==> config.mk <==
export PLATFORM = sky130hd
export DESIGN_NAME = serial_frame_receiver_classifier
export DESIGN_NICKNAME = d
export VERILOG_FILES = /design/src/design/sfrc_pkg.sv /design/src/design/sfrc_parser.sv /design/src/design/sfrc_out_reg.sv /design/src/design/serial_frame_receiver_classifier.sv
export SDC_FILE = /design/constraint.sdc
export NUM_CORES = 1
export LEC_CHECK = 0
export ABC_AREA = 1
export BUFFER_PORTS_ARGS = -buffer_cell sky130_fd_sc_hd__buf_2
export CORE_ASPECT_RATIO = 0.6
export CORE_MARGIN = 2
export CORE_UTILIZATION = 45
export CTS_CLUSTER_DIAMETER = 120
export DETAILED_ROUTE_END_ITERATION = 10
export PLACE_DENSITY = 0.72
export SETUP_SLACK_MARGIN = 0.05
export SLEW_MARGIN = 40
export SYNTH_ARGS = -nofsm -noshare
export SYNTH_HDL_FRONTEND = slang
export SYNTH_SLANG_ARGS = --single-unit
==> constraint.sdc <==
create_clock -name clk -period 3.88 [get_ports clk]
set_input_delay 0.388 -clock clk [delete_from_list [all_inputs] [get_ports clk]]
set_output_delay 0.388 -clock clk [all_outputs]
set_load 0.1 [all_outputs]
==> src/design/sfrc_pkg.sv <==
// ----------------------------------------------------------------------------
// sfrc_pkg
// Shared types and codes for the serial frame receiver and classifier.
// ----------------------------------------------------------------------------
package sfrc_pkg;

  localparam int unsigned BYTE_W    = 8;
  localparam int unsigned CFG_IDX_W = 1;

  localparam logic [BYTE_W-1:0] START_BYTE   = 8'hfc;
  localparam logic [BYTE_W-1:0] TYPE_INFO    = 8'h62;
  localparam logic [BYTE_W-1:0] TYPE_UPDATE  = 8'h61;
  localparam logic [BYTE_W-1:0] TYPE_CONNECT = 8'h7a;
  localparam logic [BYTE_W-1:0] FUNC_LEN     = 8'h10;
  localparam logic [BYTE_W-1:0] INFO_SETTING = 8'h02;
  localparam logic [BYTE_W-1:0] INFO_ROOM    = 8'h03;
  localparam logic [BYTE_W-1:0] INFO_TIMER   = 8'h05;
  localparam logic [BYTE_W-1:0] INFO_STATUS  = 8'h06;
  localparam logic [BYTE_W-1:0] INFO_FUNC_A  = 8'h20;
  localparam logic [BYTE_W-1:0] INFO_FUNC_B  = 8'h22;

  localparam logic [BYTE_W-1:0] HDR_POS_TYPE = 8'd1;
  localparam logic [BYTE_W-1:0] HDR_POS_B2   = 8'd2;
  localparam logic [BYTE_W-1:0] HDR_POS_B3   = 8'd3;

  localparam logic [BYTE_W-1:0] RST_EXPECT_B2 = 8'd1;
  localparam logic [BYTE_W-1:0] RST_EXPECT_B3 = 8'd48;

  localparam logic [CFG_IDX_W-1:0] REG_EXPECT_B2 = 1'b0;
  localparam logic [CFG_IDX_W-1:0] REG_EXPECT_B3 = 1'b1;

  typedef enum logic [2:0] {
    OC_FAIL     = 3'd0,
    OC_SETTINGS = 3'd1,
    OC_ROOM     = 3'd2,
    OC_TIMER    = 3'd3,
    OC_STATUS   = 3'd4,
    OC_FUNCS    = 3'd5,
    OC_UPDATE   = 3'd6,
    OC_CONNECT  = 3'd7
  } outcome_t;

  typedef enum logic [1:0] {
    FC_NONE      = 2'd0,
    FC_HEADER    = 2'd1,
    FC_CHECKSUM  = 2'd2,
    FC_UNHANDLED = 2'd3
  } cause_t;

  typedef enum logic [1:0] {
    PH_HUNT   = 2'd0,
    PH_HEADER = 2'd1,
    PH_DATA   = 2'd2
  } phase_t;

  typedef struct packed {
    outcome_t          outcome;
    cause_t            fail_cause;
    logic [BYTE_W-1:0] msg_type;
    logic [BYTE_W-1:0] info_code;
    logic [BYTE_W-1:0] payload_len;
    logic              link_up;
  } result_t;

endpackage

==> src/design/sfrc_parser.sv <==
// ----------------------------------------------------------------------------
// sfrc_parser
// Frame state machine: hunts for the start byte, checks the header, counts
// data bytes, sums for the checksum and classifies each finished frame.
// ----------------------------------------------------------------------------
module sfrc_parser (
  input  logic                        clk,
  input  logic                        rst,
  input  logic                        accept,
  input  logic [sfrc_pkg::BYTE_W-1:0] rx_byte,
  input  logic [sfrc_pkg::BYTE_W-1:0] expect_b2,
  input  logic [sfrc_pkg::BYTE_W-1:0] expect_b3,
  output logic                        res_valid,
  output sfrc_pkg::result_t           res
);

  sfrc_pkg::phase_t            phase, phase_next;
  logic [sfrc_pkg::BYTE_W-1:0] byte_count, byte_count_next;
  logic [sfrc_pkg::BYTE_W-1:0] running_sum, running_sum_next;
  logic [sfrc_pkg::BYTE_W-1:0] type_byte, type_byte_next;
  logic [sfrc_pkg::BYTE_W-1:0] length_byte, length_byte_next;
  logic [sfrc_pkg::BYTE_W-1:0] first_data, first_data_next;
  logic                        header_ok, header_ok_next;
  logic                        connected, connected_next;

  logic [sfrc_pkg::BYTE_W-1:0] sum_add;
  logic [sfrc_pkg::BYTE_W-1:0] fd_eff;
  logic                        at_checksum;
  logic                        sum_ok;
  sfrc_pkg::outcome_t          cls;

  function automatic sfrc_pkg::outcome_t classify(
    input logic [sfrc_pkg::BYTE_W-1:0] t,
    input logic [sfrc_pkg::BYTE_W-1:0] fd,
    input logic [sfrc_pkg::BYTE_W-1:0] len
  );
    sfrc_pkg::outcome_t oc;
    oc = sfrc_pkg::OC_FAIL;
    if (t == sfrc_pkg::TYPE_INFO) begin
      if (fd == sfrc_pkg::INFO_SETTING) oc = sfrc_pkg::OC_SETTINGS;
      else if (fd == sfrc_pkg::INFO_ROOM) oc = sfrc_pkg::OC_ROOM;
      else if (fd == sfrc_pkg::INFO_TIMER) oc = sfrc_pkg::OC_TIMER;
      else if (fd == sfrc_pkg::INFO_STATUS) oc = sfrc_pkg::OC_STATUS;
      else if ((fd == sfrc_pkg::INFO_FUNC_A || fd == sfrc_pkg::INFO_FUNC_B) &&
               len == sfrc_pkg::FUNC_LEN) oc = sfrc_pkg::OC_FUNCS;
    end else if (t == sfrc_pkg::TYPE_UPDATE) begin
      oc = sfrc_pkg::OC_UPDATE;
    end else if (t == sfrc_pkg::TYPE_CONNECT) begin
      oc = sfrc_pkg::OC_CONNECT;
    end
    return oc;
  endfunction

  assign sum_add     = running_sum + rx_byte;
  assign at_checksum = (byte_count >= length_byte);
  assign fd_eff      = (length_byte == '0) ? rx_byte : first_data;
  assign sum_ok      = (rx_byte == sfrc_pkg::BYTE_W'(sfrc_pkg::START_BYTE - running_sum));
  assign cls         = classify(type_byte, fd_eff, length_byte);

  // next state
  always_comb begin
    phase_next       = phase;
    byte_count_next  = byte_count;
    running_sum_next = running_sum;
    type_byte_next   = type_byte;
    length_byte_next = length_byte;
    first_data_next  = first_data;
    header_ok_next   = header_ok;
    connected_next   = connected;
    unique case (phase)
      sfrc_pkg::PH_HEADER: begin
        running_sum_next = sum_add;
        byte_count_next  = byte_count + 8'd1;
        priority if (byte_count == sfrc_pkg::HDR_POS_TYPE) begin
          type_byte_next = rx_byte;
        end else if (byte_count == sfrc_pkg::HDR_POS_B2) begin
          header_ok_next = (rx_byte == expect_b2);
        end else if (byte_count == sfrc_pkg::HDR_POS_B3) begin
          header_ok_next = header_ok && (rx_byte == expect_b3);
        end else begin
          length_byte_next = rx_byte;
          byte_count_next  = '0;
          if (!header_ok) begin
            phase_next     = sfrc_pkg::PH_HUNT;
            header_ok_next = 1'b1;
          end else begin
            phase_next      = sfrc_pkg::PH_DATA;
            first_data_next = '0;
          end
        end
      end
      sfrc_pkg::PH_DATA: begin
        if (!at_checksum) begin
          if (byte_count == '0) first_data_next = rx_byte;
          running_sum_next = sum_add;
          byte_count_next  = byte_count + 8'd1;
        end else begin
          first_data_next = fd_eff;
          phase_next      = sfrc_pkg::PH_HUNT;
          byte_count_next = '0;
          header_ok_next  = 1'b1;
          if (sum_ok && cls == sfrc_pkg::OC_CONNECT) connected_next = 1'b1;
        end
      end
      default: begin
        if (rx_byte == sfrc_pkg::START_BYTE) begin
          phase_next       = sfrc_pkg::PH_HEADER;
          byte_count_next  = 8'd1;
          running_sum_next = sfrc_pkg::START_BYTE;
          header_ok_next   = 1'b1;
        end else begin
          phase_next = sfrc_pkg::PH_HUNT;
        end
      end
    endcase
  end

  // result of the current byte
  always_comb begin
    res_valid       = 1'b0;
    res.outcome     = sfrc_pkg::OC_FAIL;
    res.fail_cause  = sfrc_pkg::FC_NONE;
    res.msg_type    = type_byte;
    res.info_code   = fd_eff;
    res.payload_len = length_byte;
    res.link_up     = connected;
    unique case (phase)
      sfrc_pkg::PH_HEADER: begin
        if (byte_count != sfrc_pkg::HDR_POS_TYPE && byte_count != sfrc_pkg::HDR_POS_B2 &&
            byte_count != sfrc_pkg::HDR_POS_B3 && !header_ok) begin
          res_valid       = 1'b1;
          res.fail_cause  = sfrc_pkg::FC_HEADER;
          res.info_code   = '0;
          res.payload_len = rx_byte;
        end
      end
      sfrc_pkg::PH_DATA: begin
        if (at_checksum) begin
          res_valid = 1'b1;
          if (!sum_ok) begin
            res.fail_cause = sfrc_pkg::FC_CHECKSUM;
          end else begin
            res.outcome    = cls;
            res.fail_cause = (cls == sfrc_pkg::OC_FAIL) ? sfrc_pkg::FC_UNHANDLED
                                                         : sfrc_pkg::FC_NONE;
            res.link_up    = connected || (cls == sfrc_pkg::OC_CONNECT);
          end
        end
      end
      default: begin
        res_valid = 1'b0;
      end
    endcase
  end

  always_ff @(posedge clk) begin
    if (rst) begin
      phase       <= sfrc_pkg::PH_HUNT;
      byte_count  <= '0;
      running_sum <= '0;
      type_byte   <= '0;
      length_byte <= '0;
      first_data  <= '0;
      header_ok   <= 1'b1;
      connected   <= 1'b0;
    end else if (accept) begin
      phase       <= phase_next;
      byte_count  <= byte_count_next;
      running_sum <= running_sum_next;
      type_byte   <= type_byte_next;
      length_byte <= length_byte_next;
      first_data  <= first_data_next;
      header_ok   <= header_ok_next;
      connected   <= connected_next;
    end
  end

endmodule

==> src/design/sfrc_out_reg.sv <==
// ----------------------------------------------------------------------------
// sfrc_out_reg
// Result register: holds one finished frame report until it is taken.
// ----------------------------------------------------------------------------
module sfrc_out_reg (
  input  logic              clk,
  input  logic              rst,
  input  logic              load,
  input  sfrc_pkg::result_t res_in,
  input  logic              out_ready,
  output logic              out_valid,
  output logic              room,
  output sfrc_pkg::result_t res_q
);

  assign room = !out_valid || out_ready;

  always_ff @(posedge clk) begin
    if (rst) begin
      out_valid <= 1'b0;
    end else if (load) begin
      out_valid <= 1'b1;
    end else if (out_ready) begin
      out_valid <= 1'b0;
    end
  end

  always_ff @(posedge clk) begin
    if (load) begin
      res_q <= res_in;
    end
  end

endmodule

==> src/design/serial_frame_receiver_classifier.sv <==
// ----------------------------------------------------------------------------
// serial_frame_receiver_classifier
// Splits received bytes into frames and reports one outcome per frame.
// ----------------------------------------------------------------------------
//  channel  handshake            payload
//  in       in_valid/in_ready    rx_byte
//  out      out_valid/out_ready  outcome fail_cause msg_type info_code
//                                payload_len link_up
//  cfg      cfg_valid/cfg_ready  cfg_index cfg_data
//
//  one byte is taken per cycle while in_ready is high; its report, if any, is in
//  the result register on the next cycle
//  in_ready drops only while a report waits and out_ready is low
//  cfg_ready is always high; synchronous reset restores both expected
//  header bytes and returns the parser to hunting
// ----------------------------------------------------------------------------
module serial_frame_receiver_classifier (
  input  logic                           clk,
  input  logic                           rst,
  input  logic                           in_valid,
  output logic                           in_ready,
  input  logic [sfrc_pkg::BYTE_W-1:0]    rx_byte,
  output logic                           out_valid,
  input  logic                           out_ready,
  output logic [2:0]                     outcome,
  output logic [1:0]                     fail_cause,
  output logic [sfrc_pkg::BYTE_W-1:0]    msg_type,
  output logic [sfrc_pkg::BYTE_W-1:0]    info_code,
  output logic [sfrc_pkg::BYTE_W-1:0]    payload_len,
  output logic                           link_up,
  input  logic                           cfg_valid,
  output logic                           cfg_ready,
  input  logic [sfrc_pkg::CFG_IDX_W-1:0] cfg_index,
  input  logic [sfrc_pkg::BYTE_W-1:0]    cfg_data
);

  logic [sfrc_pkg::BYTE_W-1:0] expect_b2;
  logic [sfrc_pkg::BYTE_W-1:0] expect_b3;
  logic                        in_accept;
  logic                        res_valid;
  sfrc_pkg::result_t           res;
  sfrc_pkg::result_t           res_q;

  assign cfg_ready = 1'b1;
  assign in_accept = in_valid && in_ready;

  always_ff @(posedge clk) begin
    if (rst) begin
      expect_b2 <= sfrc_pkg::RST_EXPECT_B2;
      expect_b3 <= sfrc_pkg::RST_EXPECT_B3;
    end else if (cfg_valid && cfg_ready) begin
      unique case (cfg_index)
        sfrc_pkg::REG_EXPECT_B2: expect_b2 <= cfg_data;
        sfrc_pkg::REG_EXPECT_B3: expect_b3 <= cfg_data;
      endcase
    end
  end

  sfrc_parser u_parser (
    .clk       (clk),
    .rst       (rst),
    .accept    (in_accept),
    .rx_byte   (rx_byte),
    .expect_b2 (expect_b2),
    .expect_b3 (expect_b3),
    .res_valid (res_valid),
    .res       (res)
  );

  sfrc_out_reg u_out_reg (
    .clk       (clk),
    .rst       (rst),
    .load      (in_accept && res_valid),
    .res_in    (res),
    .out_ready (out_ready),
    .out_valid (out_valid),
    .room      (in_ready),
    .res_q     (res_q)
  );

  assign outcome     = res_q.outcome;
  assign fail_cause  = res_q.fail_cause;
  assign msg_type    = res_q.msg_type;
  assign info_code   = res_q.info_code;
  assign payload_len = res_q.payload_len;
  assign link_up     = res_q.link_up;

`ifndef SYNTHESIS
  a_fail_has_cause: assert property (@(posedge clk) disable iff (rst)
    out_valid |-> ((outcome == sfrc_pkg::OC_FAIL) == (fail_cause != sfrc_pkg::FC_NONE)))
    else $error("outcome and fail cause disagree");

  a_connect_link: assert property (@(posedge clk) disable iff (rst)
    out_valid && outcome == sfrc_pkg::OC_CONNECT |-> link_up)
    else $error("connect report without link flag");

  a_header_info: assert property (@(posedge clk) disable iff (rst)
    out_valid && fail_cause == sfrc_pkg::FC_HEADER |-> info_code == '0)
    else $error("header mismatch report with nonzero info");

  a_funcs_len: assert property (@(posedge clk) disable iff (rst)
    out_valid && outcome == sfrc_pkg::OC_FUNCS |-> payload_len == sfrc_pkg::FUNC_LEN)
    else $error("functions report with wrong length");
`endif

endmodule
[After elaboration in Yosys (flattened, before gate mapping)]
Cells that the tools add are included.
Word-level totals
  flip-flop bits (word level): 91
  output and inout port bits: 33
  input port bits: 22
  word-level logic and storage cells: 138
Operators by class
  reduce and logical (&&, ||, !) cells: 30
  bitwise gates (word level): 4
  muxes and demuxes: 53
  $lt $le $gt $ge: 1
  add/subtract/negate cells: 3
  eq/ne operators: 30
Operators with widths (count)
  2-to-1 mux 8 bit: 14
  case mux 8 bit (2 select lines): 3
  equality test 8 x 2 -> 1 bit (second input constant): 4
  2-to-1 mux 16 bit: 2
  equality test 8 x 7 -> 1 bit (second input constant): 3
  equality test 8 bit: 3
  2-to-1 mux 3 bit: 8
  equality test 8 x 3 -> 1 bit (second input constant): 2
  equality test 8 x 6 -> 1 bit (second input constant): 2
  zero test 8 bit: 2
  2-to-1 mux 2 bit: 8
  != test 8 x 2 -> 1 bit (second input constant): 2
  2-to-1 mux 1 bit: 14
  AND reduction 5 bit: 2
  AND reduction 3 bit: 3
  adder 8 x 1 -> 8 bit (second input constant): 1
  adder 8 bit: 1
  equality test 8 x 1 -> 1 bit (second input constant): 1
  equality test 8 x 5 -> 1 bit (second input constant): 1
  equality test 8 bit (second input constant): 1
  greater-or-equal comparator 8 bit: 1
  logical AND 1 bit: 8
  != test 2 bit (second input constant): 4
  != test 8 x 1 -> 1 bit (second input constant): 1
  other kinds (17): 30

[Logic depth before layout (Yosys ltp)]
  depth in word-level cells: 16
  gate-level depth with buffers: 14
  depth with buffers taken out: 14

[Hierarchy]
Synthesis repeated with hierarchy kept, for this count alone.
Unflattened totals
  cell total of the unflattened synthesis: 652
  area total of the unflattened synthesis: 5103.6 µm²
Modules (own cells, without submodules)
  sfrc_parser: instances 1, cells each 525, sequential area each 880.8 µm², area each 3497.1 µm²
  sfrc_out_reg: instances 1, cells each 35, sequential area each 920.9 µm², area each 943.4 µm²
  serial_frame_receiver_classifier: instances 1, cells each 92, sequential area each 320.3 µm², area each 663.1 µm²

[Least setup slack after synthesis]
Ideal clock, no wire load.
  path type: register to register
  start: register u_out_reg.out_valid
  end: register, netlist name u_out_reg.res_q[0]
  required time: 3.495 ns
  arrival: 3.046 ns
  slack: 0.449 ns
  period minus slack after synthesis: 3.431 ns
  setup time: 0.385 ns
  path buffers: 0
  cell stages (with the launch flop): 6
  path through: dfxtp_1 > nand2_1 > nand2_1 > nor2_1 > o21ai_0 > inv_1
On the way
  longest elaborated chain between the ends: 4
RTL lines
  from (decl): RTL line sfrc_out_reg.sv:11  | output logic out_valid,
  from (signal assigned): RTL line sfrc_out_reg.sv:20  | out_valid <= 1'b0;
  from (signal assigned): RTL line sfrc_out_reg.sv:22  | out_valid <= 1'b1;
  from (signal assigned): RTL line sfrc_out_reg.sv:24  | out_valid <= 1'b0;
  zero test 1 bit: RTL line sfrc_out_reg.sv:16  | assign room = !out_valid || out_ready;
  logical OR 1 bit: RTL line sfrc_out_reg.sv:16
  net in_ready: RTL line serial_frame_receiver_classifier.sv:21  | output logic in_ready,
  logical AND 1 bit: RTL line serial_frame_receiver_classifier.sv:45  | assign in_accept = in_valid && in_ready;
  logical AND 1 bit: RTL line serial_frame_receiver_classifier.sv:73  | .load (in_accept && res_valid),
  net u_out_reg.load: RTL line sfrc_out_reg.sv:8  | input logic load,
The timed path passes the listed nets, and every way through them passes these cells.
A chain may end at the register's enable or synchronous reset.

[Worst setup path after layout]
  start: register u_parser.byte_count[1] in the netlist's numbering
  end: register u_parser.first_data[1] in the netlist's numbering
On the way
  longest elaborated chain between the ends: 3
  elaborated cells between the ends (all ways): 12
  those cells by class: 1 x order compare; 7 x eq/ne; 2 x mux; 2 x reduce/logical
RTL lines
  from (decl): RTL line sfrc_parser.sv:18  | logic [sfrc_pkg::BYTE_W-1:0] byte_count, byte_count_next;
  from (signal assigned): RTL line sfrc_parser.sv:168  | byte_count <= byte_count_next;
  greater-or-equal comparator 8 bit (tied with other cells): RTL line sfrc_parser.sv:55  | assign at_checksum = (byte_count >= length_byte);
  != test 3 x 1 -> 1 bit (no source line) (tied with other cells)
  AND reduction 7 bit (no source line) / case mux 8 bit (2 select lines) (equally long branches)
  to (signal assigned): RTL line sfrc_parser.sv:172  | first_data <= first_data_next;
  to (decl): RTL line sfrc_parser.sv:22  | logic [sfrc_pkg::BYTE_W-1:0] first_data, first_data_next;
Parallel ways exist; a longest one is shown, timed or not.

==> reports/metrics.csv <==
metric,value,unit
crit_fanout,13,
maxSlewHeadroom,57.07,%
grt_use_total,22.82,%
min_period_over_period,65.25,%
cts_root_buf,clkbuf_16,
dpl_worst_slack,1.431,ns
p_int,0.001616,W
synthArstFlopShare,0,%
place_congestion,0.9609,
drive_above_1_share,18.28,%
vias,4434,
final_core_util,52.92,%
hp-class,primary input to flip-flop,
status,completed,
mostFrequentLayoutCells,"79 x nand2_1, 78 x nor2_1, 69 x inv_1",
power.density,421.4,nW/um2
tightest_slew,0.6419,ns
clk_path_buf_depth,2,
drv_slew,0,
yosysWarnings,0,
fp.dieH,86.12,um
synth.distinct_cells,45,
synth_area_per_cell,8.131,um2
finClkSkew,0.008078,ns
cts_resized,0,
p_sw,0.0007793,W
vias_per_cell,5.461,
cp_data_required_time,4.13,ns
drtAntennaViolNets,0,
cp.arrival,2.78,ns
setup_viol_count_final,0,
fp-row-count,29,
post_cts_buffers,0,
layout_commonest_cell,nand2_1,
fin_nets,713,
dieArea,12130,um2
postSynthCellCount,622,
synth_edf_count,30,
synth-seq-area-share,41.96,%
numCtsBuffers,9,
period_minus_slack,2.532,ns
p_sw_share,32.53,%
drt_iter0_drc,331,
firstDrtPassIters,6,
io_buffers,53,
seqPwrFrac,43.9,%
irDropWorstVdd,225.9,uV
max_freq,395.0,MHz
totalWireLength,13100,um
cts_tree,built,
clk_pin_slew_worst_paths,0.07,ns
synth_seq_cells,91,
floorplan.initialDensity,47.09,%
comb_power_share,19.7,%
die_w,140.9,um
clkPwrFrac,36.4,%
io_pins,55,
critical_path_class,flip-flop to flip-flop,
grt_overflow,0,
hold_viol_final,0,
startpoint_type,flip-flop,
grt_first_pass_wirelength,21550,um
grt_pass1_vias,4267,
grt_max_degree,39,
rsz0062_at_grt,no,
power.leakage,2.336,nW
hpwl,9677,um
antenna_found_initial,0,
syn2layout_area_growth,12.39,%
cts_sinks,91,
coreArea,10740,um2
drc_errors,0,
hold_buffers,0,
end_kind,flip-flop,
fin_ws,1.348,ns
wl_per_cell,16.13,um
clock_latency,0.36,ns
yosys_most_used_dff,dfxtp_1,
fin_tns_setup,0,ns
syn_area,5057,um2
antenna_cells,0,
syn_nets,667,
maxCapViolations,0,
htreeDepth,3,
## routing by layer
layer	vias to the layer above	global-route usage (%)	share of wire, %
met2	224	34.19	42
met5	-	0	0
met4	0	7.455	1.8
li1	2173	-	-
met3	25	5.695	10
met1	2012	32.43	47
## kinds of logic after synthesis
family / count (synthesis) / share of synthesized area [%]
adders and majority gates: 23 / 5.839
xor gates and xnor gates: 33 / 5.715
buffers and inverters: 98 / 8.387
other: 1 / 0.07415
and+or+nand+nor: 231 / 21.47
DFF: 91 / 41.96
AOI/OAI and AO/OA: 145 / 16.55
## worst paths after layout
check / slack, ns / from / to / cells after the start
max: 1.35 / u_parser.byte_count[1]$_SDFFE_PP0P_ / u_parser.first_data[1]$_SDFFE_PP0P_ / 11
min: 0.27 / cfg_data[7] / expect_b2[7]$_SDFFE_PP0P_ / 3
max reg2reg: 1.35 / u_parser.byte_count[1]$_SDFFE_PP0P_ / u_parser.first_data[1]$_SDFFE_PP0P_ / 11
min reg2reg: 0.46 / u_parser.first_data[6]$_SDFFE_PP0P_ / u_parser.first_data[6]$_SDFFE_PP0P_ / 2
## Yosys cell counts, types with 3 or more instances
cell	number	area [um2]
nand2_1	79	296.5
nor2_1	79	296.5
inv_1	70	262.8
dfxtp_1	61	1221
o21ai_0	54	270.3
a21oi_1	47	235.2
edfxtp_1	30	900.9
nand3_1	23	115.1
ha_1	22	275.3
nand2_2	17	106.4
xor2_1	17	148.9
xnor2_1	16	140.1
a211oi_1	9	67.56
nand4_1	9	56.30
o22ai_1	9	56.30
clkbuf_1	8	30.03
inv_2	6	22.52
nor2_2	6	37.54
o21ai_1	6	30.03
buf_4	5	37.54
a21oi_2	4	35.03
buf_2	4	20.02
buf_6	4	45.04
nand2_4	4	45.04
a221oi_1	3	26.28
nand3b_1	3	22.52
nor3_1	3	15.01
o21ai_2	3	26.28
## critical path: stages, from the launching register on
cell     delay, ns
dfxtp_1       0.46
ha_1          0.30
a21oi_1       0.15
o21ai_0       0.09
nand2_1       0.08
nand3_1       0.15
nor2_1        0.28
o21ai_0       0.15
nand3_1       0.35
inv_1         0.15
o21ai_0       0.22
a21oi_1       0.06
## cell type report
class	count	area, um2
Inverter	77	291.5
Clock buffer	9	225.2
Clock inverter	7	63.81
Fill cell	993	5056
Timing Repair Buffer	56	287.8
Tap cell	139	173.9
Sequential cell	91	2122
Multi-Input combinational cell	433	2520
## state kept, by name (all words and copies together), names as in the netlist, 2 cells and up
name	count
u_out_reg.res_q	30
expect_b2	8
expect_b3	8
u_parser.byte_count	8
u_parser.first_data	8
u_parser.length_byte	8
u_parser.running_sum	8
u_parser.type_byte	8
u_parser.phase	2
## power by group through the flow
stage | registers, W | logic [W] | clock network [W]
finish | 0.00105 | 0.000473 | 0.000871
global placement | 0.00107 | 0.000449 | 0
detailed placement | 0.00107 | 0.000464 | 0
CTS | 0.00105 | 0.000467 | 0.000883
floorplan | 0.00110 | 0.000338 | 0
global route | 0.00106 | 0.000521 | 0.000916
## through the flow
step	instances	power [W]	area, um2	hold slack [ns]
after floorplan	622	0.001443	5057	0.4235
after global placement	796	0.001519	5386	0.4379
after detailed placement	796	0.001536	5393	0.4444
after CTS	812	0.002401	5682	0.2571
after global routing	812	0.002493	5684	0.2927
final	812	0.002395	5684	0.2723
(Power assumes the default switching activity.)
